`src/sv/assert_macros.svh`:
```
// ----------------------------------------------------------------------------
// Assertion macros
// Concurrent assertion wrappers; empty when SYNTHESIS is defined.
// ----------------------------------------------------------------------------
`ifndef ASSERT_MACROS_SVH
`define ASSERT_MACROS_SVH
`ifndef SYNTHESIS
`define ASSERT_PROP(lbl, clk, rstn, prop, msg) \
  lbl: assert property (@(posedge clk) disable iff (!rstn) (prop)) else $error(msg);
`define ASSERT_NEVER(lbl, clk, rstn, prop, msg) \
  `ASSERT_PROP(lbl, clk, rstn, !(prop), msg)
`else
`define ASSERT_PROP(lbl, clk, rstn, prop, msg)
`define ASSERT_NEVER(lbl, clk, rstn, prop, msg)
`endif
`endif

```
`src/sv/gwlm_pkg.sv`:
```
// ----------------------------------------------------------------------------
// gwlm_pkg
// Widths, register indexes and shared types of the window/level gray mapper.
// ----------------------------------------------------------------------------
package gwlm_pkg;

  localparam int unsigned CHAN_W     = 8;
  localparam int unsigned GRAY_W     = 8;
  localparam int unsigned LUMA_SUM_W = 13;
  localparam int unsigned WIDTH_W    = 9;
  localparam int unsigned LEVEL_W    = 8;
  localparam int unsigned CFG_IDX_W  = 2;
  localparam int unsigned CFG_DATA_W = 9;
  localparam int unsigned CMP_W      = 11;
  localparam int unsigned NUM_W      = 10;
  localparam int unsigned DIVISOR_W  = 10;
  localparam int unsigned PROD_W     = 18;
  localparam int unsigned QUOT_W     = 8;

  localparam logic [CFG_IDX_W-1:0] CFG_IDX_WIDTH = 2'd0;
  localparam logic [CFG_IDX_W-1:0] CFG_IDX_LEVEL = 2'd1;

  localparam logic [WIDTH_W-1:0] WIDTH_RST  = 9'd255;
  localparam logic [WIDTH_W-1:0] WIDTH_MIN  = 9'd1;
  localparam logic [LEVEL_W-1:0] LEVEL_RST  = 8'd128;
  localparam logic [GRAY_W-1:0]  FULL_SCALE = 8'hFF;

  typedef struct packed {
    logic              sat_hi;
    logic [PROD_W-1:0] prod;
  } div_req_t;

  typedef struct packed {
    logic              sat_hi;
    logic [QUOT_W-1:0] quot;
  } div_rsp_t;

endpackage

```
`src/sv/gwlm_pix_if.sv`:
```
// ----------------------------------------------------------------------------
// gwlm_pix_if
// RGB pixel request channel with valid/ready handshake.
// ----------------------------------------------------------------------------
interface gwlm_pix_if;
  logic                          valid;
  logic                          ready;
  logic [gwlm_pkg::CHAN_W-1:0]   red;
  logic [gwlm_pkg::CHAN_W-1:0]   green;
  logic [gwlm_pkg::CHAN_W-1:0]   blue;

  modport source (output valid, output red, output green, output blue, input ready);
  modport sink   (input valid, input red, input green, input blue, output ready);
endinterface

```
`src/sv/gwlm_gray_if.sv`:
```
// ----------------------------------------------------------------------------
// gwlm_gray_if
// Mapped gray request channel with valid/ready handshake.
// ----------------------------------------------------------------------------
interface gwlm_gray_if;
  logic                          valid;
  logic                          ready;
  logic [gwlm_pkg::GRAY_W-1:0]   mapped_gray;

  modport source (output valid, output mapped_gray, input ready);
  modport sink   (input valid, input mapped_gray, output ready);
endinterface

```
`src/sv/gray_window_level_map_unit.sv`:
```
// ----------------------------------------------------------------------------
// gray_window_level_map_unit
// RGB to luminance, then window/level mapping onto 0..255.
// ----------------------------------------------------------------------------
// Takes one pixel per clock while the pipeline can accept it and returns one
// mapped gray per pixel, in order, through one stage for luminance, one for the
// window compare, one for the x255 product and eight for the divider (one
// quotient bit each). Each stage holds its item until the next one can take
// it, so bubbles close up and a stalled output does not block input while
// any stage is free. window_width of 0 acts as 1. Write the registers only
// while no pixel is in flight.
// ----------------------------------------------------------------------------
`include "assert_macros.svh"

module gray_window_level_map_unit (
  input  logic                                clk_i,
  input  logic                                rst_ni,
  gwlm_pix_if.sink                            pix_i,
  gwlm_gray_if.source                         gray_o,
  input  logic                                cfg_we_i,
  input  logic [gwlm_pkg::CFG_IDX_W-1:0]      cfg_idx_i,
  input  logic [gwlm_pkg::CFG_DATA_W-1:0]     cfg_wdata_i
);

  // config
  logic [gwlm_pkg::WIDTH_W-1:0]   width_q;
  logic [gwlm_pkg::LEVEL_W-1:0]   level_q;
  logic [gwlm_pkg::WIDTH_W-1:0]   width_eff;

  always_ff @(posedge clk_i or negedge rst_ni) begin
    if (!rst_ni) begin
      width_q <= gwlm_pkg::WIDTH_RST;
      level_q <= gwlm_pkg::LEVEL_RST;
    end else if (cfg_we_i) begin
      case (cfg_idx_i)
        gwlm_pkg::CFG_IDX_WIDTH: width_q <= cfg_wdata_i[gwlm_pkg::WIDTH_W-1:0];
        gwlm_pkg::CFG_IDX_LEVEL: level_q <= cfg_wdata_i[gwlm_pkg::LEVEL_W-1:0];
        default: ;
      endcase
    end
  end

  assign width_eff = (width_q == '0) ? gwlm_pkg::WIDTH_MIN : width_q;

  // stage handshake
  logic                           s0_v_q, s1_v_q, s2_v_q;
  logic                           en0, en1, en2;
  logic                           div_ready;
  logic                           div_valid;
  gwlm_pkg::div_req_t             div_req;
  gwlm_pkg::div_rsp_t             div_rsp;

  assign en2         = !s2_v_q || div_ready;
  assign en1         = !s1_v_q || en2;
  assign en0         = !s0_v_q || en1;
  assign pix_i.ready = en0;

  always_ff @(posedge clk_i or negedge rst_ni) begin
    if (!rst_ni) begin
      s0_v_q <= 1'b0;
      s1_v_q <= 1'b0;
      s2_v_q <= 1'b0;
    end else begin
      if (en0) s0_v_q <= pix_i.valid;
      if (en1) s1_v_q <= s0_v_q;
      if (en2) s2_v_q <= s1_v_q;
    end
  end

  // stage 0: luminance
  logic [gwlm_pkg::LUMA_SUM_W-1:0] luma_sum;
  logic [gwlm_pkg::GRAY_W-1:0]     gray_q;

  assign luma_sum = gwlm_pkg::LUMA_SUM_W'(pix_i.red)   * gwlm_pkg::LUMA_SUM_W'(11)
                  + (gwlm_pkg::LUMA_SUM_W'(pix_i.green) << 4)
                  + gwlm_pkg::LUMA_SUM_W'(pix_i.blue)  * gwlm_pkg::LUMA_SUM_W'(5);

  always_ff @(posedge clk_i) begin
    if (en0) gray_q <= luma_sum[gwlm_pkg::LUMA_SUM_W-1:5];
  end

  // stage 1: window compare on doubled values
  logic [gwlm_pkg::CMP_W-1:0]     g2, lv2, w_ext, lo_sum, hi_sum, num_full;
  logic                           sat_lo, sat_hi_d;
  logic [gwlm_pkg::NUM_W-1:0]     num_d, num_q;
  logic                           sat_hi_s1_q;

  assign g2       = gwlm_pkg::CMP_W'({gray_q, 1'b0});
  assign lv2      = gwlm_pkg::CMP_W'({level_q, 1'b0});
  assign w_ext    = gwlm_pkg::CMP_W'(width_eff);
  assign lo_sum   = g2 + w_ext;
  assign hi_sum   = lv2 + w_ext;
  assign sat_lo   = (lo_sum <= lv2);
  assign sat_hi_d = (g2 >= hi_sum);
  assign num_full = lo_sum - lv2;
  assign num_d    = (sat_lo || sat_hi_d) ? '0 : num_full[gwlm_pkg::NUM_W-1:0];

  always_ff @(posedge clk_i) begin
    if (en1) begin
      num_q       <= num_d;
      sat_hi_s1_q <= sat_hi_d;
    end
  end

  // stage 2: numerator x255
  logic [gwlm_pkg::PROD_W-1:0]    prod_q;
  logic                           sat_hi_s2_q;

  always_ff @(posedge clk_i) begin
    if (en2) begin
      prod_q      <= {num_q, 8'b0} - gwlm_pkg::PROD_W'(num_q);
      sat_hi_s2_q <= sat_hi_s1_q;
    end
  end

  // divide by 2*width
  logic [gwlm_pkg::DIVISOR_W-1:0] divisor;

  assign divisor        = {width_eff, 1'b0};
  assign div_req.sat_hi = sat_hi_s2_q;
  assign div_req.prod   = prod_q;

  gwlm_div u_div (
    .clk_i       (clk_i),
    .rst_ni      (rst_ni),
    .req_valid_i (s2_v_q),
    .req_ready_o (div_ready),
    .req_i       (div_req),
    .divisor_i   (divisor),
    .rsp_valid_o (div_valid),
    .rsp_ready_i (gray_o.ready),
    .rsp_o       (div_rsp)
  );

  assign gray_o.valid       = div_valid;
  assign gray_o.mapped_gray = div_rsp.sat_hi ? gwlm_pkg::FULL_SCALE : div_rsp.quot;

  // checks
  `ASSERT_PROP(a_num_below_divisor, clk_i, rst_ni, (s1_v_q && !sat_hi_s1_q) |-> (num_q < divisor), "window numerator not below divisor")
  `ASSERT_NEVER(a_quot_no_full, clk_i, rst_ni, div_valid && !div_rsp.sat_hi && (div_rsp.quot == gwlm_pkg::FULL_SCALE), "unsaturated quotient reached full scale")
  `ASSERT_PROP(a_ready_when_empty_out, clk_i, rst_ni, !gray_o.valid |-> pix_i.ready, "input stalled with empty output stage")

endmodule

```
`src/sv/gwlm_div.sv`:
```
// ----------------------------------------------------------------------------
// gwlm_div
// Pipelined restoring divider, one quotient bit per stage, MSB first.
// Requires prod < divisor * 2^QUOT_W. Per-stage handshake collapses bubbles.
// ----------------------------------------------------------------------------
module gwlm_div (
  input  logic                               clk_i,
  input  logic                               rst_ni,
  input  logic                               req_valid_i,
  output logic                               req_ready_o,
  input  gwlm_pkg::div_req_t                 req_i,
  input  logic [gwlm_pkg::DIVISOR_W-1:0]     divisor_i,
  output logic                               rsp_valid_o,
  input  logic                               rsp_ready_i,
  output gwlm_pkg::div_rsp_t                 rsp_o
);

  localparam int unsigned N = gwlm_pkg::QUOT_W;

  logic [N-1:0]                      v_q;
  logic [N:0]                        en;
  logic [gwlm_pkg::PROD_W-1:0]       rem_q  [N];
  logic [gwlm_pkg::QUOT_W-1:0]       quot_q [N];
  logic [N-1:0]                      sat_q;

  always_comb begin
    en[N] = rsp_ready_i;
    for (int k = N - 1; k >= 0; k--) begin
      en[k] = !v_q[k] || en[k+1];
    end
  end

  for (genvar k = 0; k < N; k++) begin : g_stage
    logic                          v_in;
    logic                          sat_in;
    logic [gwlm_pkg::PROD_W-1:0]   rem_in;
    logic [gwlm_pkg::QUOT_W-1:0]   quot_in;
    logic [gwlm_pkg::PROD_W-1:0]   shd;
    logic                          bit_d;
    logic [gwlm_pkg::PROD_W-1:0]   rem_d;

    if (k == 0) begin : g_first
      assign v_in    = req_valid_i;
      assign sat_in  = req_i.sat_hi;
      assign rem_in  = req_i.prod;
      assign quot_in = '0;
    end else begin : g_next
      assign v_in    = v_q[k-1];
      assign sat_in  = sat_q[k-1];
      assign rem_in  = rem_q[k-1];
      assign quot_in = quot_q[k-1];
    end

    assign shd   = gwlm_pkg::PROD_W'(divisor_i) << (N - 1 - k);
    assign bit_d = (rem_in >= shd);
    assign rem_d = bit_d ? (rem_in - shd) : rem_in;

    always_ff @(posedge clk_i or negedge rst_ni) begin
      if (!rst_ni) begin
        v_q[k] <= 1'b0;
      end else if (en[k]) begin
        v_q[k] <= v_in;
      end
    end

    always_ff @(posedge clk_i) begin
      if (en[k]) begin
        rem_q[k]  <= rem_d;
        quot_q[k] <= {quot_in[gwlm_pkg::QUOT_W-2:0], bit_d};
        sat_q[k]  <= sat_in;
      end
    end
  end

  assign req_ready_o   = en[0];
  assign rsp_valid_o   = v_q[N-1];
  assign rsp_o.sat_hi  = sat_q[N-1];
  assign rsp_o.quot    = quot_q[N-1];

endmodule

```
`src/flat_wrapper.sv`:
```
// flat-port wrapper written by rule: the top's interface ports become plain ports
module gray_window_level_map_unit_flat 
  (clk_i, rst_ni, cfg_we_i, cfg_idx_i, cfg_wdata_i, pix_i_valid, pix_i_red, pix_i_green, pix_i_blue, pix_i_ready, gray_o_valid, gray_o_mapped_gray, gray_o_ready);
  gwlm_pix_if pix_i_i ();
  gwlm_gray_if gray_o_i ();
  input  logic clk_i;
  input  logic rst_ni;
  input  logic cfg_we_i;
  input  logic [gwlm_pkg::CFG_IDX_W-1:0] cfg_idx_i;
  input  logic [gwlm_pkg::CFG_DATA_W-1:0] cfg_wdata_i;
  input wire logic [$bits(pix_i_i.valid)-1:0] pix_i_valid;
  input wire logic [$bits(pix_i_i.red)-1:0] pix_i_red;
  input wire logic [$bits(pix_i_i.green)-1:0] pix_i_green;
  input wire logic [$bits(pix_i_i.blue)-1:0] pix_i_blue;
  output wire logic [$bits(pix_i_i.ready)-1:0] pix_i_ready;
  output wire logic [$bits(gray_o_i.valid)-1:0] gray_o_valid;
  output wire logic [$bits(gray_o_i.mapped_gray)-1:0] gray_o_mapped_gray;
  input wire logic [$bits(gray_o_i.ready)-1:0] gray_o_ready;
  assign pix_i_i.valid = pix_i_valid;
  assign pix_i_i.red = pix_i_red;
  assign pix_i_i.green = pix_i_green;
  assign pix_i_i.blue = pix_i_blue;
  assign pix_i_ready = pix_i_i.ready;
  assign gray_o_valid = gray_o_i.valid;
  assign gray_o_mapped_gray = gray_o_i.mapped_gray;
  assign gray_o_i.ready = gray_o_ready;
  gray_window_level_map_unit u_core (.clk_i(clk_i), .rst_ni(rst_ni), .pix_i(pix_i_i), .gray_o(gray_o_i), .cfg_we_i(cfg_we_i), .cfg_idx_i(cfg_idx_i), .cfg_wdata_i(cfg_wdata_i));
endmodule
```
`config.mk`:
```
export PLATFORM = sky130hd
export DESIGN_NAME = gray_window_level_map_unit_flat
export DESIGN_NICKNAME = d
export VERILOG_FILES = /design/src/sv/gwlm_pkg.sv /design/src/sv/gwlm_pix_if.sv /design/src/sv/gwlm_gray_if.sv /design/src/sv/gray_window_level_map_unit.sv /design/src/sv/gwlm_div.sv /design/src/flat_wrapper.sv
export VERILOG_INCLUDE_DIRS = /design/src /design/src/sv
export SDC_FILE = /design/constraint.sdc
export NUM_CORES = 1
export LEC_CHECK = 0
export ABC_AREA = 1
export BUFFER_PORTS_ARGS = -buffer_cell sky130_fd_sc_hd__buf_2
export CORE_MARGIN = 5
export CORE_UTILIZATION = 50
export CTS_CLUSTER_SIZE = 24
export DETAILED_ROUTE_END_ITERATION = 8
export HOLD_SLACK_MARGIN = 0.06
export MAX_ROUTING_LAYER = met4
export PLACE_DENSITY = 0.66
export SKIP_LAST_GASP = 1
export SLEW_MARGIN = 20
export SYNTH_ARGS = -nofsm -noshare
export SYNTH_HDL_FRONTEND = slang
export SYNTH_SLANG_ARGS = --single-unit
```
`constraint.sdc`:
```
create_clock -name clk_i -period 9.5 [get_ports clk_i]
set_input_delay 1.9 -clock clk_i [delete_from_list [all_inputs] [get_ports clk_i]]
set_output_delay 1.9 -clock clk_i [all_outputs]
set_load 0.02 [all_outputs]
```
==> metrics.yaml <==
placed_design:
  post-place-ws_ns: 3.03
  place.gp.congestion: 0.908
  hpwl_um: 26000
  io_buffers: 49
yosys:
  synth_compound_area_share_pct: 7.93
  synth_area_mm2: 0.0159
  ys_seq_area_share_pct: 43.7
  synth-simple-area-share_pct: 21.5
  yosysWarnings: 0
  synth_adder_area_share_pct: 15.3
  synth.mux.area_fraction_pct: 0
  avgSynthCellArea_um2: 8.79
  synth_top_family_by_area: "simple AND/OR/NAND/NOR gates"
  synth-edff-count: 208
  synth_nets: 2023
  synthXorXnorAreaFrac_pct: 4.40
  synth_cell_types: 44
  syn-instance-count: 1810
  async_reset_ff_share_pct: 11.9
  ys.flop_type: "edfxtp_1"
  ys_ff_latch: 236
status:
  status: "completed"
critical_path:
  cp-start-kind: "input port"
  critical_path.max_fanout: 27
  end_kind: "output pin"
  crit_end: "pix_i_ready"
  cp.required_ns: 7.60
  r2r-end: "u_core.u_div.rem_q[4][9]"
  cp.arrival_ns: 4.55
  startpoint: "gray_o_ready"
  criticalPathCategory: "input port to output pin"
  rrSetupSlack_ns: 5.24
  r2r_start: "u_core.width_q[1]"
  ff2ff_path_depth: 15
clock_tree:
  cts_setup_buffers: 0
  cts-resized-gates: 0
  ctsHtreeMaxLevel: 1
  cts_inserted_buffers: 26
  root_buffer: "clkbuf_16"
  worst_skew_pair.late_latency_ns: 0.53
  clkSlewWorstSetupHoldPaths_ns: 0.06
  cts_buffer_depth: 3
  cts_sinks: 236
  cts_tree: "built"
  hold_buffers: 0
layout:
  final_common_cell: "nand2_1"
  syn_to_final_growth_pct: 9.23
  nNetsFinal: 2084
  diodes: 0
  multiInputGateArea_mm2: 0.00781
  layout-drive-gt1-share_pct: 8.20
  nFillCells: 2840
  final_cell_mix: "447 x nand2_1, 267 x inv_1, 208 x edfxtp_1, 163 x nor2_1, 138 x ha_1"
  seqCellArea_mm2: 0.00696
power:
  power_density_mw_per_mm2: 378
  p_sw_share_pct: 43.3
  switchingPower_mw: 2.84
  ir_drop_mv: 0.165
  p_int_mw: 3.73
  p_comb_share_pct: 52.9
  clkPwrFrac_pct: 14.4
  seqPwrFrac_pct: 32.7
  leakage_nw: 8.01
floorplanning:
  coreArea_mm2: 0.0315
  core.rowCount: 65
  dieArea_mm2: 0.0355
  start_util_pct: 50.5
  fp.dieW_um: 188
  io-pin-count: 50
  die-height_um: 188
grt:
  grt.overflow.total: 0
  grtUsageTotal_pct: 19.3
  grt_pass1_vias: 11600
  antenna_found_initial: 0
  grt_max_degree: 29
  grt_pass1_wl_um: 55600
route:
  wl_per_cell_um: 14.4
  routed_wl_um: 33100
  ant_nets: 0
  drt_iter0_drc: 484
  first_pass_iters: 6
  vias: 11700
  drc: 0
  via_per_inst: 5.11
timing:
  tightest_slew_ns: 0.947
  relSlewSlack_pct: 36.7
  finalHoldViolCount: 0
  fin_crit_sh_pct: 67.9
  setup_viol: 0
  rsz0062_at_grt: "false"
  fin_crit_ns: 6.45
  slew_violations: 0
  finalWorstSetupSlack_ns: 3.05
  tns_ns: 0
  fin_skew_ns: 0.0251
  max_freq_mhz: 155
run:
  drv_cap: 0
hold_path:
  min_path_type: "flip-flop to flip-flop"
==> worst min-delay path by stage <==
stage          slack (ns)                       start                              to  cells past startpoint
2_1_floorplan        0.40          u_core.sat_hi_s1_q              u_core.sat_hi_s2_q                      0
3_3_place_gp         0.40  u_core.u_div.quot_q[1][16]      u_core.u_div.quot_q[1][25]                      0
3_5_place_dp         0.40          u_core.sat_hi_s2_q  u_core.u_div.g_stage[1].sat_in                      0
4_1_cts              0.41  u_core.u_div.quot_q[0][18]      u_core.u_div.quot_q[0][27]                      0
5_1_grt              0.41  u_core.u_div.quot_q[0][18]      u_core.u_div.quot_q[0][27]                      0
6_report             0.40  u_core.u_div.quot_q[0][18]      u_core.u_div.quot_q[0][27]                      0
==> cells by family after synthesis <==
logic type / Yosys count
simple gates: 803
xor+xnor: 80
compound gates: 228
buf+inv: 290
flops: 236
fa+ha+maj: 173
==> metrics by stage <==
stage	instances	util (%)	cell area (µm²)	hold WS (ns)	total power, mW
CTS	2293	55.2	17400	0.414	6.60
global placement	2245	52.6	16600	0.401	5.56
finish	2293	55.2	17400	0.402	6.57
detailed placement	2245	52.6	16600	0.405	5.62
floorplan	1810	-	15900	0.400	4.82
global route	2293	55.2	17400	0.415	7.22
==> Yosys cell counts, types with 2 or more instances <==
master | n | share of area (%)
nor3_1 | 23 | 0.72
a21oi_2 | 7 | 0.39
buf_6 | 6 | 0.42
a31oi_1 | 4 | 0.16
xnor2_1 | 32 | 1.8
o211ai_1 | 3 | 0.14
clkbuf_1 | 9 | 0.21
nand3b_1 | 13 | 0.61
nor2_1 | 163 | 3.8
nor3_2 | 2 | 0.13
o21a_1 | 2 | 0.094
nand3_1 | 82 | 2.6
ha_1 | 138 | 11
o21bai_1 | 3 | 0.14
a21oi_1 | 102 | 3.2
buf_2 | 2 | 0.063
and3_1 | 2 | 0.079
xor2_1 | 48 | 2.6
buf_4 | 2 | 0.094
dfrtp_1 | 19 | 3.0
a21o_1 | 9 | 0.42
fa_1 | 35 | 4.4
nor2_2 | 3 | 0.12
nand3_2 | 4 | 0.25
o21ai_2 | 11 | 0.61
nand2_2 | 7 | 0.28
inv_2 | 4 | 0.094
o21ai_1 | 14 | 0.44
nor4_1 | 2 | 0.079
inv_1 | 267 | 6.3
or2_2 | 14 | 0.55
dfstp_2 | 9 | 1.5
o21ai_0 | 71 | 2.2
nand4_1 | 35 | 1.4
edfxtp_1 | 208 | 39
nand2_1 | 447 | 11
==> power by group through the flow <==
| stage | Clock (mW) | Sequential [mW] | Combinational (mW) |
|---|---|---|---|
| global placement | 0 | 2.16 | 3.40 |
| CTS | 0.968 | 2.15 | 3.48 |
| finish | 0.945 | 2.15 | 3.47 |
| global route | 1.01 | 2.20 | 4.01 |
| floorplan | 0 | 2.05 | 2.77 |
| detailed placement | 0 | 2.17 | 3.45 |
==> state kept, by name (all words and copies together), names as in the netlist <==
name / cells
u_core.sat_hi_s2_q: 1
u_core.u_div.rsp_valid_o: 1
u_core.u_div.g_stage.v_in: 7
u_core.u_div.g_stage.sat_in: 7
u_core.s0_v_q: 1
u_core.width_q: 9
u_core.u_div.rsp_o: 1
u_core.sat_hi_s1_q: 1
u_core.u_div.quot_q: 36
u_core.u_div.rem_q: 126
u_core.s2_v_q: 1
u_core.level_q: 8
u_core.prod_q: 18
u_core.num_q: 10
u_core.s1_v_q: 1
u_core.gray_q: 8
==> layer usage <==
layer | share of wire, % | vias to the layer above | track usage (%) | wire, µm
met3 | 2.9 | 48 | 1.95 | 970
met2 | 49 | 186 | 33.8 | 16300
met4 | 1.8 | 0 | 3.81 | 580
li1 | - | 6113 | - | -
met1 | 46 | 5378 | 24.6 | 15200
met5 | 0 | - | - | 0
==> worst max-delay path, stage by stage <==
cell	delay, ns
buf_2	0.09
inv_1	0.09
nand4_2	0.65
nor2_2	0.45
nand4_1	0.16
buf_4	0.26
nor2_2	0.19
nand4_1	0.42
buf_2	0.32
==> cell type report <==
| type | instances | area share [%] |
|---|---|---|
| multi-input cells | 1284 | 45.0 |
| well taps | 402 | 2.89 |
| clock inverters | 7 | 0.295 |
| inverters | 271 | 5.85 |
| flip-flops and latches | 236 | 40.0 |
| repair buffers | 52 | 1.54 |
| clock buffers | 41 | 4.41 |
No activity file was read; power rests on OpenSTA's default activity.
